File: config.mk
export PLATFORM = sky130hd
export DESIGN_NAME = aging_priority_queue
export DESIGN_NICKNAME = d
export VERILOG_FILES = /design/src/rtl/core/apq_pkg.sv /design/src/rtl/core/apq_cmp_unit.sv /design/src/rtl/core/aging_priority_queue.sv
export SDC_FILE = /design/constraint.sdc
export NUM_CORES = 1
export LEC_CHECK = 0
export BUFFER_PORTS_ARGS = -buffer_cell sky130_fd_sc_hd__buf_2
export CORE_ASPECT_RATIO = 0.6
export CORE_MARGIN = 3
export CORE_UTILIZATION = 38
export DETAILED_ROUTE_END_ITERATION = 10
export PLACE_DENSITY = 0.58
export RECOVER_POWER = 25
export SKIP_LAST_GASP = 1
export SLEW_MARGIN = 15
export SYNTH_ARGS = -nofsm -noshare
export SYNTH_HDL_FRONTEND = slang
export SYNTH_SLANG_ARGS = --single-unit
File: constraint.sdc
create_clock -name clk -period 4.49 [get_ports clk]
set_clock_uncertainty 0.1 [all_clocks]
set_input_delay 0 -clock clk [delete_from_list [all_inputs] [get_ports clk]]
set_output_delay 0 -clock clk [all_outputs]
set_load 0.05 [all_outputs]
File: src/rtl/core/apq_pkg.sv
`default_nettype none

package apq_pkg;

  localparam int PRICE_W = 16;
  localparam int COUNT_W = 8;

  localparam logic [COUNT_W-1:0] COUNT_MAX    = 8'd255;
  localparam logic [COUNT_W-1:0] THRESH_RESET = 8'd3;

  // operation carried in the kind field
  localparam logic OP_INSERT = 1'b0;
  localparam logic OP_SERVE  = 1'b1;

  typedef enum logic [1:0] {
    ST_INSERTED = 2'd0,
    ST_FULL     = 2'd1,
    ST_SERVED   = 2'd2,
    ST_EMPTY    = 2'd3
  } status_t;

  typedef enum logic [2:0] {
    S_IDLE,
    S_INS,
    S_SEL,
    S_SHIFT,
    S_DONE
  } state_t;

  typedef struct packed {
    logic [PRICE_W-1:0] price;
    logic [COUNT_W-1:0] cnt;
  } entry_t;

  // request to the shared compare / increment unit
  typedef struct packed {
    logic [PRICE_W-1:0] a;
    logic [PRICE_W-1:0] b;
    logic [COUNT_W-1:0] cnt;
  } cmp_req_t;

  typedef struct packed {
    logic               ge;
    logic [COUNT_W-1:0] cnt_inc;
  } cmp_rsp_t;

endpackage

`default_nettype wire

File: src/rtl/core/apq_cmp_unit.sv
`default_nettype none

module apq_cmp_unit (
  input  wire apq_pkg::cmp_req_t req,
  output apq_pkg::cmp_rsp_t      rsp
);

  always_comb begin
    rsp.ge      = (req.a >= req.b);
    // pass-over count saturates
    rsp.cnt_inc = (req.cnt == apq_pkg::COUNT_MAX) ? req.cnt
                                                  : req.cnt + apq_pkg::COUNT_W'(1);
  end

endmodule

`default_nettype wire

File: src/rtl/core/aging_priority_queue.sv
`default_nettype none

// Sorted queue of up to DEPTH entries (price, pass-over count) with aging.
// Input channel (in_valid / in_stall): kind 0 inserts price, kind 1 serves.
// Output channel (out_valid / out_stall): one result beat per input beat,
// status plus the served entry's price and count (zero unless served).
// cfg_write / cfg_data load the aging threshold; write only while idle.
// One item is worked at a time; in_stall is high from accept until the
// result is handed to the output register. The entry memory has one read
// and one write port and is walked one entry per cycle:
//   insert:            one pass that places the price and shifts the rest up
//   serve:             a select scan, then a close-up pass
//   full or empty:     no walk; the status goes straight to the result
// The output register holds a result while out_stall is high; the next item
// may be accepted meanwhile, and its result waits until the register frees.
// Synchronous reset empties the queue, drops any pending result and sets
// the threshold to 3. Entry contents are not cleared; the fill count
// guards every read.
module aging_priority_queue #(
  parameter int DEPTH = 16
) (
  input  wire logic        clk,
  input  wire logic        rst,
  input  wire logic        in_valid,
  output logic             in_stall,
  input  wire logic        kind,
  input  wire logic [15:0] price,
  output logic             out_valid,
  input  wire logic        out_stall,
  output logic [1:0]       status,
  output logic [15:0]      served_price,
  output logic [7:0]       served_passed_over,
  input  wire logic        cfg_write,
  input  wire logic [7:0]  cfg_data
);

  localparam int AW = (DEPTH > 1) ? $clog2(DEPTH) : 1;
  localparam int IW = $clog2(DEPTH + 1);

  apq_pkg::state_t state, state_next;

  apq_pkg::entry_t mem [DEPTH];
  apq_pkg::entry_t rd_data;
  apq_pkg::entry_t wr_data;
  apq_pkg::entry_t carry;
  apq_pkg::entry_t sel_ent;

  logic [IW-1:0] idx;
  logic [IW-1:0] pk;
  logic [IW-1:0] fill;
  logic [IW-1:0] last;
  logic          pv;
  logic          step;
  logic          rd_en;
  logic          wr_en;
  logic [AW-1:0] wr_addr;

  logic [15:0] op_price;
  logic        placed;
  logic        gfound;
  logic        gdone;
  logic [7:0]  gcnt;
  logic [AW-1:0] sel;
  logic [AW-1:0] sel_now;
  logic        take;
  logic        ins_hit;
  logic        ins_end;
  logic        sel_end;
  logic        shift_end;
  logic        out_load;
  logic [7:0]  thresh;

  apq_pkg::status_t res_status;
  logic [15:0]      res_price;
  logic [7:0]       res_cnt;

  apq_pkg::cmp_req_t cmp_req;
  apq_pkg::cmp_rsp_t cmp_rsp;

  apq_cmp_unit u_cmp (
    .req (cmp_req),
    .rsp (cmp_rsp)
  );

  assign in_stall = (state != apq_pkg::S_IDLE);
  assign last     = fill - IW'(1);
  assign out_load = (state == apq_pkg::S_DONE) && (!out_valid || !out_stall);

  // datapath control
  always_comb begin
    cmp_req   = '0;
    step      = 1'b0;
    rd_en     = 1'b0;
    wr_en     = 1'b0;
    wr_addr   = pk[AW-1:0];
    wr_data   = rd_data;
    ins_hit   = 1'b0;
    ins_end   = 1'b0;
    sel_end   = 1'b0;
    shift_end = 1'b0;
    take      = 1'b0;
    sel_now   = sel;
    unique case (state)
      apq_pkg::S_INS: begin
        cmp_req.a   = rd_data.price;
        cmp_req.b   = op_price;
        cmp_req.cnt = rd_data.cnt;
        step        = (idx <= fill);
        rd_en       = (idx < fill);
        ins_end     = pv && (pk == fill);
        ins_hit     = !placed && (ins_end || cmp_rsp.ge);
        wr_en       = pv;
        if (placed) begin
          wr_data = carry;
        end else if (ins_hit) begin
          wr_data.price = op_price;
          wr_data.cnt   = '0;
        end else begin
          wr_data.price = rd_data.price;
          wr_data.cnt   = cmp_rsp.cnt_inc;
        end
      end
      apq_pkg::S_SEL: begin
        cmp_req.a   = {8'd0, rd_data.cnt};
        cmp_req.b   = {8'd0, (gfound ? gcnt : thresh)};
        cmp_req.cnt = rd_data.cnt;
        step        = (idx < fill);
        rd_en       = step;
        // the last entry only wins when no aged entry was found
        take        = pv && !gdone && ((pk != last) ? cmp_rsp.ge : !gfound);
        sel_now     = take ? pk[AW-1:0] : sel;
        sel_end     = pv && (pk == last);
      end
      apq_pkg::S_SHIFT: begin
        step      = (idx < fill);
        rd_en     = step;
        wr_en     = pv;
        wr_addr   = AW'(pk - IW'(1));
        wr_data   = rd_data;
        shift_end = !step && !pv;
      end
      default: begin
      end
    endcase
  end

  // next state
  always_comb begin
    state_next = state;
    unique case (state)
      apq_pkg::S_IDLE: begin
        if (in_valid) begin
          if (kind == apq_pkg::OP_INSERT) begin
            state_next = (fill == IW'(DEPTH)) ? apq_pkg::S_DONE : apq_pkg::S_INS;
          end else begin
            state_next = (fill == '0) ? apq_pkg::S_DONE : apq_pkg::S_SEL;
          end
        end
      end
      apq_pkg::S_INS: begin
        if (ins_end) state_next = apq_pkg::S_DONE;
      end
      apq_pkg::S_SEL: begin
        if (sel_end) state_next = apq_pkg::S_SHIFT;
      end
      apq_pkg::S_SHIFT: begin
        if (shift_end) state_next = apq_pkg::S_DONE;
      end
      apq_pkg::S_DONE: begin
        if (out_load) state_next = apq_pkg::S_IDLE;
      end
      default: state_next = apq_pkg::S_IDLE;
    endcase
  end

  // entry memory
  always_ff @(posedge clk) begin
    if (wr_en) mem[wr_addr] <= wr_data;
    if (rd_en) rd_data <= mem[idx[AW-1:0]];
  end

  // control registers
  always_ff @(posedge clk) begin
    if (rst) begin
      state     <= apq_pkg::S_IDLE;
      fill      <= '0;
      pv        <= 1'b0;
      out_valid <= 1'b0;
      thresh    <= apq_pkg::THRESH_RESET;
    end else begin
      state <= state_next;
      pv    <= step;
      if (cfg_write) thresh <= cfg_data;
      if (ins_end) fill <= fill + IW'(1);
      if (state == apq_pkg::S_SHIFT && shift_end) fill <= fill - IW'(1);
      if (out_load) begin
        out_valid <= 1'b1;
      end else if (!out_stall) begin
        out_valid <= 1'b0;
      end
    end
  end

  // working registers
  always_ff @(posedge clk) begin
    pk <= idx;
    if (step) idx <= idx + IW'(1);
    unique case (state)
      apq_pkg::S_IDLE: begin
        idx      <= '0;
        op_price <= price;
        placed   <= 1'b0;
        gfound   <= 1'b0;
        gdone    <= 1'b0;
        sel      <= '0;
        res_price <= '0;
        res_cnt   <= '0;
        if (kind == apq_pkg::OP_INSERT) begin
          res_status <= (fill == IW'(DEPTH)) ? apq_pkg::ST_FULL : apq_pkg::ST_INSERTED;
        end else begin
          res_status <= (fill == '0) ? apq_pkg::ST_EMPTY : apq_pkg::ST_SERVED;
        end
      end
      apq_pkg::S_INS: begin
        if (pv) begin
          if (placed || ins_hit) carry <= rd_data;
          if (ins_hit) placed <= 1'b1;
        end
      end
      apq_pkg::S_SEL: begin
        if (take) begin
          sel     <= pk[AW-1:0];
          sel_ent <= rd_data;
          if (!gfound) begin
            gfound <= 1'b1;
            gcnt   <= rd_data.cnt;
          end else begin
            gdone <= 1'b1;
          end
        end
        if (sel_end) idx <= IW'(sel_now) + IW'(1);
      end
      apq_pkg::S_SHIFT: begin
        if (shift_end) begin
          res_price <= sel_ent.price;
          res_cnt   <= sel_ent.cnt;
        end
      end
      apq_pkg::S_DONE: begin
      end
      default: begin
      end
    endcase
  end

  // output register
  always_ff @(posedge clk) begin
    if (out_load) begin
      status             <= res_status;
      served_price       <= res_price;
      served_passed_over <= res_cnt;
    end
  end

endmodule

`default_nettype wire

==> out/results.txt <==
The flow ran to the end, but the final reports show violations. The checks that failed: max-capacitance violations, max-slew violations. The die width is 324 um. After global routing the overflow that remains totals 0. The worst setup path is launched from a register. The worst pin sits at a relative slew slack of -120%. For this configuration, the core starts out at a cell density of 38.7%. The number of global-route vias before repair is 13000, and the power per unit of standard cell area is 430 mW/mm^2. Tracing the worst setup path back leads to its startpoint at state[0]. For the number of hold-slack violations in the final timing report, the log shows 0. Most area-hungry cell type in the Yosys netlist: sky130_fd_sc_hd__edfxtp_1.

Data on the critical path arrives at its endpoint at 4.55 ns. The worst hold path terminates at op_price[3]. The logs give 76 for the count of cell types in the netlist and 0 ns for the setup total negative slack. The xor/xnor share of the synthesized area is 0.830%. The run gives 0.0638 sq mm as the overall die area.

Summed over all nets, the half-perimeter wirelength after detailed placement is 35600 um. For the final count of pins violating max slew, the log shows 216. The kind of end point of the critical path is a register. The clock reaches the later pin of the worst-skew pair after 0.60 ns. The tightest min-delay check is of the input port to register type.

For this run, the detailed router's first-pass iteration total came to 6. The final-layout fill cell count came out at 5203. In the final routed layout, each cell accounts on average for 25.1 um.

In the routed layout, each cell is associated on average with a via count of 5.67. Among all flip-flop cells after synthesis, the most frequent one is sky130_fd_sc_hd__edfxtp_1. Once detail routing completed, the nets flagged for antenna violations numbered 0.

The repair_antennas step left the layout with diodes totalling 0. The number of sinks on the clock net came out at 567. The growth of design area from synthesis to finish is 15.3%. IR analysis of the VDD net gives a maximum drop of 0.000298 V.

Across the run, the number of max-cap violations was 7. For the number of ports placed on the die boundary, the log shows 58. The tools report the DRC marker count from the first detailed-route iteration as 1519. Synthesis produced a netlist with a net count of 1455. The tools report the setup slack on the worst flop-to-flop path as 0.20 ns. Summing the areas of all fa, ha and maj instances in the mapped netlist gives 1.52% of the synthesized area.

The worst register-to-register path ends at mem[1][15]. In this design, the stage delay of the slowest critical-path cell is 0.56 ns. STA puts the critical path data required time at 4.75 ns. Counting flops with a built-in enable in the synthesized netlist gives 539.

The net count of the finished layout is 1594. The ratio of final minimum period to clock period works out to 95.6%. In the global route stage, overall resource usage came out at 18.6%. The number of gates resized after CTS was 0.

Buffers inserted during clock tree synthesis total 49. Row generation in the floorplan step produced 69 rows. Setup repair after global routing left no endpoint under its margin.

For the total via count in the routed design, the log shows 13400. Share of synthesized flip-flops with an asynchronous set or reset: 0%. In this run the standard cell core region covers 0.0596 sq mm.

The average instance in the mapped netlist occupies 16.5 sq um. Commonest non-fill, non-tap cell in the layout: sky130_fd_sc_hd__edfxtp_1. Once layout is complete, the utilization of the core stands at 44.6%. TritonCTS built the clock tree. Yosys attributes the largest share of cell area to sky130_fd_sc_hd__edfxtp_1, sky130_fd_sc_hd__mux4_2, sky130_fd_sc_hd__mux2i_1, sky130_fd_sc_hd__dfxtp_1, sky130_fd_sc_hd__ha_1.

Setup violations remaining at the end of the flow were counted as 0. The simple logic cell fraction of the synthesized area is 5.53%. The clock transition time at the flip-flop clock pins of the worst setup and hold paths was 0.07 ns; the portion of netlist area occupied by mux cells was 9.83%. The die is 197 um tall. The worst hold path stage count is 2.

For the deepest level of the CTS H-tree, the log shows 2. The logs give 0 for the initial antenna violation count and 0 for the total DRC errors in the routed layout. The minimum clock period works out to 4.29 ns. The tightest hold path in the finished design has a slack of 0.0310 ns.

The slew at the pin closest to its max-slew limit works out to 3.29 ns. Slowest cell on the critical path: sky130_fd_sc_hd__o211ai_2. The tools report the final weighted congestion in routability-driven placement as 0.882. In this run the worst path has a maximum fanout of 22.

The clock root buffer was sky130_fd_sc_hd__clkbuf_16. The worst register-to-register path begins at state[0]. The top cell type by area accounts for 70.2% of the synthesized area.

Part of the Yosys area used for sequential elements: 72.6%. Traced cell by cell, the critical path runs through nor2b_1 -> nand2_1 -> inv_2 -> buf_4 -> a21oi_1 -> ha_1 -> a211oi_1 -> o21ai_0 -> a21oi_1 -> o21ai_2 -> buf_4 -> o211ai_2 -> o221a_2. The post-route netlist has 16.8% of its cells at a drive strength greater than 1. Entering global routing, the biggest net connects 73 pins.

No sink is reached through more buffers than the 3 on the longest clock path. The number of buffers and inverters on the critical path is 3. The run gives 59200 um as the final routed wirelength across all metal layers.

Family of cells with the greatest summed delay on the critical path: compound AO/OA/AOI/OAI gates. Compound-gate portion of the synthesized area: 8.00%. By startpoint and endpoint, the worst setup path is classified as register to register. The reported leakage power came out at 8.47 nW. The Yosys step of the flow raised 0 warnings. The number of buffer cells added on primary ports came out at 57. The synthesized design contains 567 register bits. The first-pass GRT wire length is 87300 um. By area, the combinational part of the netlist is dominated by multiplexers.

In the layout the commonest cells are sky130_fd_sc_hd__edfxtp_1, sky130_fd_sc_hd__mux2i_1, sky130_fd_sc_hd__nand2_1. In this run the most critical hold path is launched from price[3]. The run gives 0.0231 sq mm as the post-synthesis cell area. The maximum achievable frequency was 233 MHz; the worst reg-to-reg path cell count was 13.

After technology mapping, the gate count stands at 1397.
## worst reg2reg max path, delay by kind of cell (launching register included)
kind	cells	cell delay, ns
adder cells (fa/ha/maj)	1	0.19
flip-flops	1	0.54
AND/OR/NAND/NOR	2	0.41
buffers and inverters	3	0.79
AO/OA/AOI/OAI	7	2.04
## per-stage QoR
stage	area, sq um	worst slack, ns	total power, mW	std cells
floorplan	23100	0.350	6.79	1397
global placement	24600	0.455	7.09	2220
detailed placement	24600	0.164	7.11	2220
CTS	26700	0.131	11.5	2354
global route	26600	0.0301	11.9	2355
finish	26600	0.198	11.4	2355
## routing by layer
| layer | global-route usage [%] | share of wire [%] |
|---|---|---|
| met1 | 29.1 | 47 |
| met2 | 26.9 | 43 |
| met4 | 3.58 | 1.7 |
| met5 | 0 | 0 |
| met3 | 3.77 | 8.5 |
## logic make-up after synthesis
kind of cell,after synthesis
XOR/XNOR,21
buffers and inverters,92
AND/OR/NAND/NOR,259
multiplexers,163
flip-flops,567
AO/OA/AOI/OAI,267
adder cells (fa/ha/maj),28
## final cells by class
cell class	count	area [sq um]	area share (%)
flip-flops and latches	567	16800	63.0
multi-input cells	738	6030	22.7
clock buffers	59	1260	4.75
repair buffers	162	1130	4.25
well taps	781	977	3.68
clock inverters	30	368	1.38
inverters	18	67.6	0.254
## power by group
group	internal (mW)	leakage, nW	switching (mW)
combinational	0.313	2.51	0.632
sequential	5.99	5.17	0.0945
clock	2.48	0.796	1.92
total	8.79	8.47	2.65
## synthesized netlist by cell type, types with 7 or more instances
cell	n
sky130_fd_sc_hd__a211oi_1	10
sky130_fd_sc_hd__a21oi_1	59
sky130_fd_sc_hd__a221o_1	8
sky130_fd_sc_hd__a221oi_1	24
sky130_fd_sc_hd__a22o_1	7
sky130_fd_sc_hd__a22oi_1	25
sky130_fd_sc_hd__and2_1	37
sky130_fd_sc_hd__and3_1	9
sky130_fd_sc_hd__buf_1	8
sky130_fd_sc_hd__buf_2	27
sky130_fd_sc_hd__clkbuf_1	37
sky130_fd_sc_hd__dfxtp_1	28
sky130_fd_sc_hd__edfxtp_1	539
sky130_fd_sc_hd__ha_1	28
sky130_fd_sc_hd__inv_1	17
sky130_fd_sc_hd__mux2_2	24
sky130_fd_sc_hd__mux2i_1	90
sky130_fd_sc_hd__mux4_2	48
sky130_fd_sc_hd__nand2_1	81
sky130_fd_sc_hd__nand3_1	16
sky130_fd_sc_hd__nand4_1	7
sky130_fd_sc_hd__nor2_1	58
sky130_fd_sc_hd__nor2b_1	9
sky130_fd_sc_hd__nor3_1	11
sky130_fd_sc_hd__o211ai_1	7
sky130_fd_sc_hd__o21ai_0	65
sky130_fd_sc_hd__o221a_2	9
sky130_fd_sc_hd__or3_1	11
sky130_fd_sc_hd__xnor2_1	13
sky130_fd_sc_hd__xor2_1	7
## worst max path at each step
| stage | endpoint | slack, ns | cells after the start |
|---|---|---|---|
| after floorplan | mem[0][2] | 0.35 | 15 |
| after global placement | mem[10][3] | 0.46 | 13 |
| after detailed placement | mem[9][3] | 0.16 | 12 |
| after CTS | mem[9][3] | 0.13 | 12 |
| after global routing | mem[0][16] | 0.03 | 13 |
| final | mem[1][15] | 0.20 | 13 |
## registers in the layout (all words and copies together) (netlist names), 16 cells and up
signal and cells:
carry 24, mem 384, op_price 16, rd_data 24
res_price 16, sel_ent 24, served_price 16
## timing repair
| item | CTS | global route |
|---|---|---|
| buffers inserted | 0 | 0 |
| hold endpoints to repair | 62 | 0 |
| hold buffers | 45 | 0 |
(Power assumes the default switching activity.)
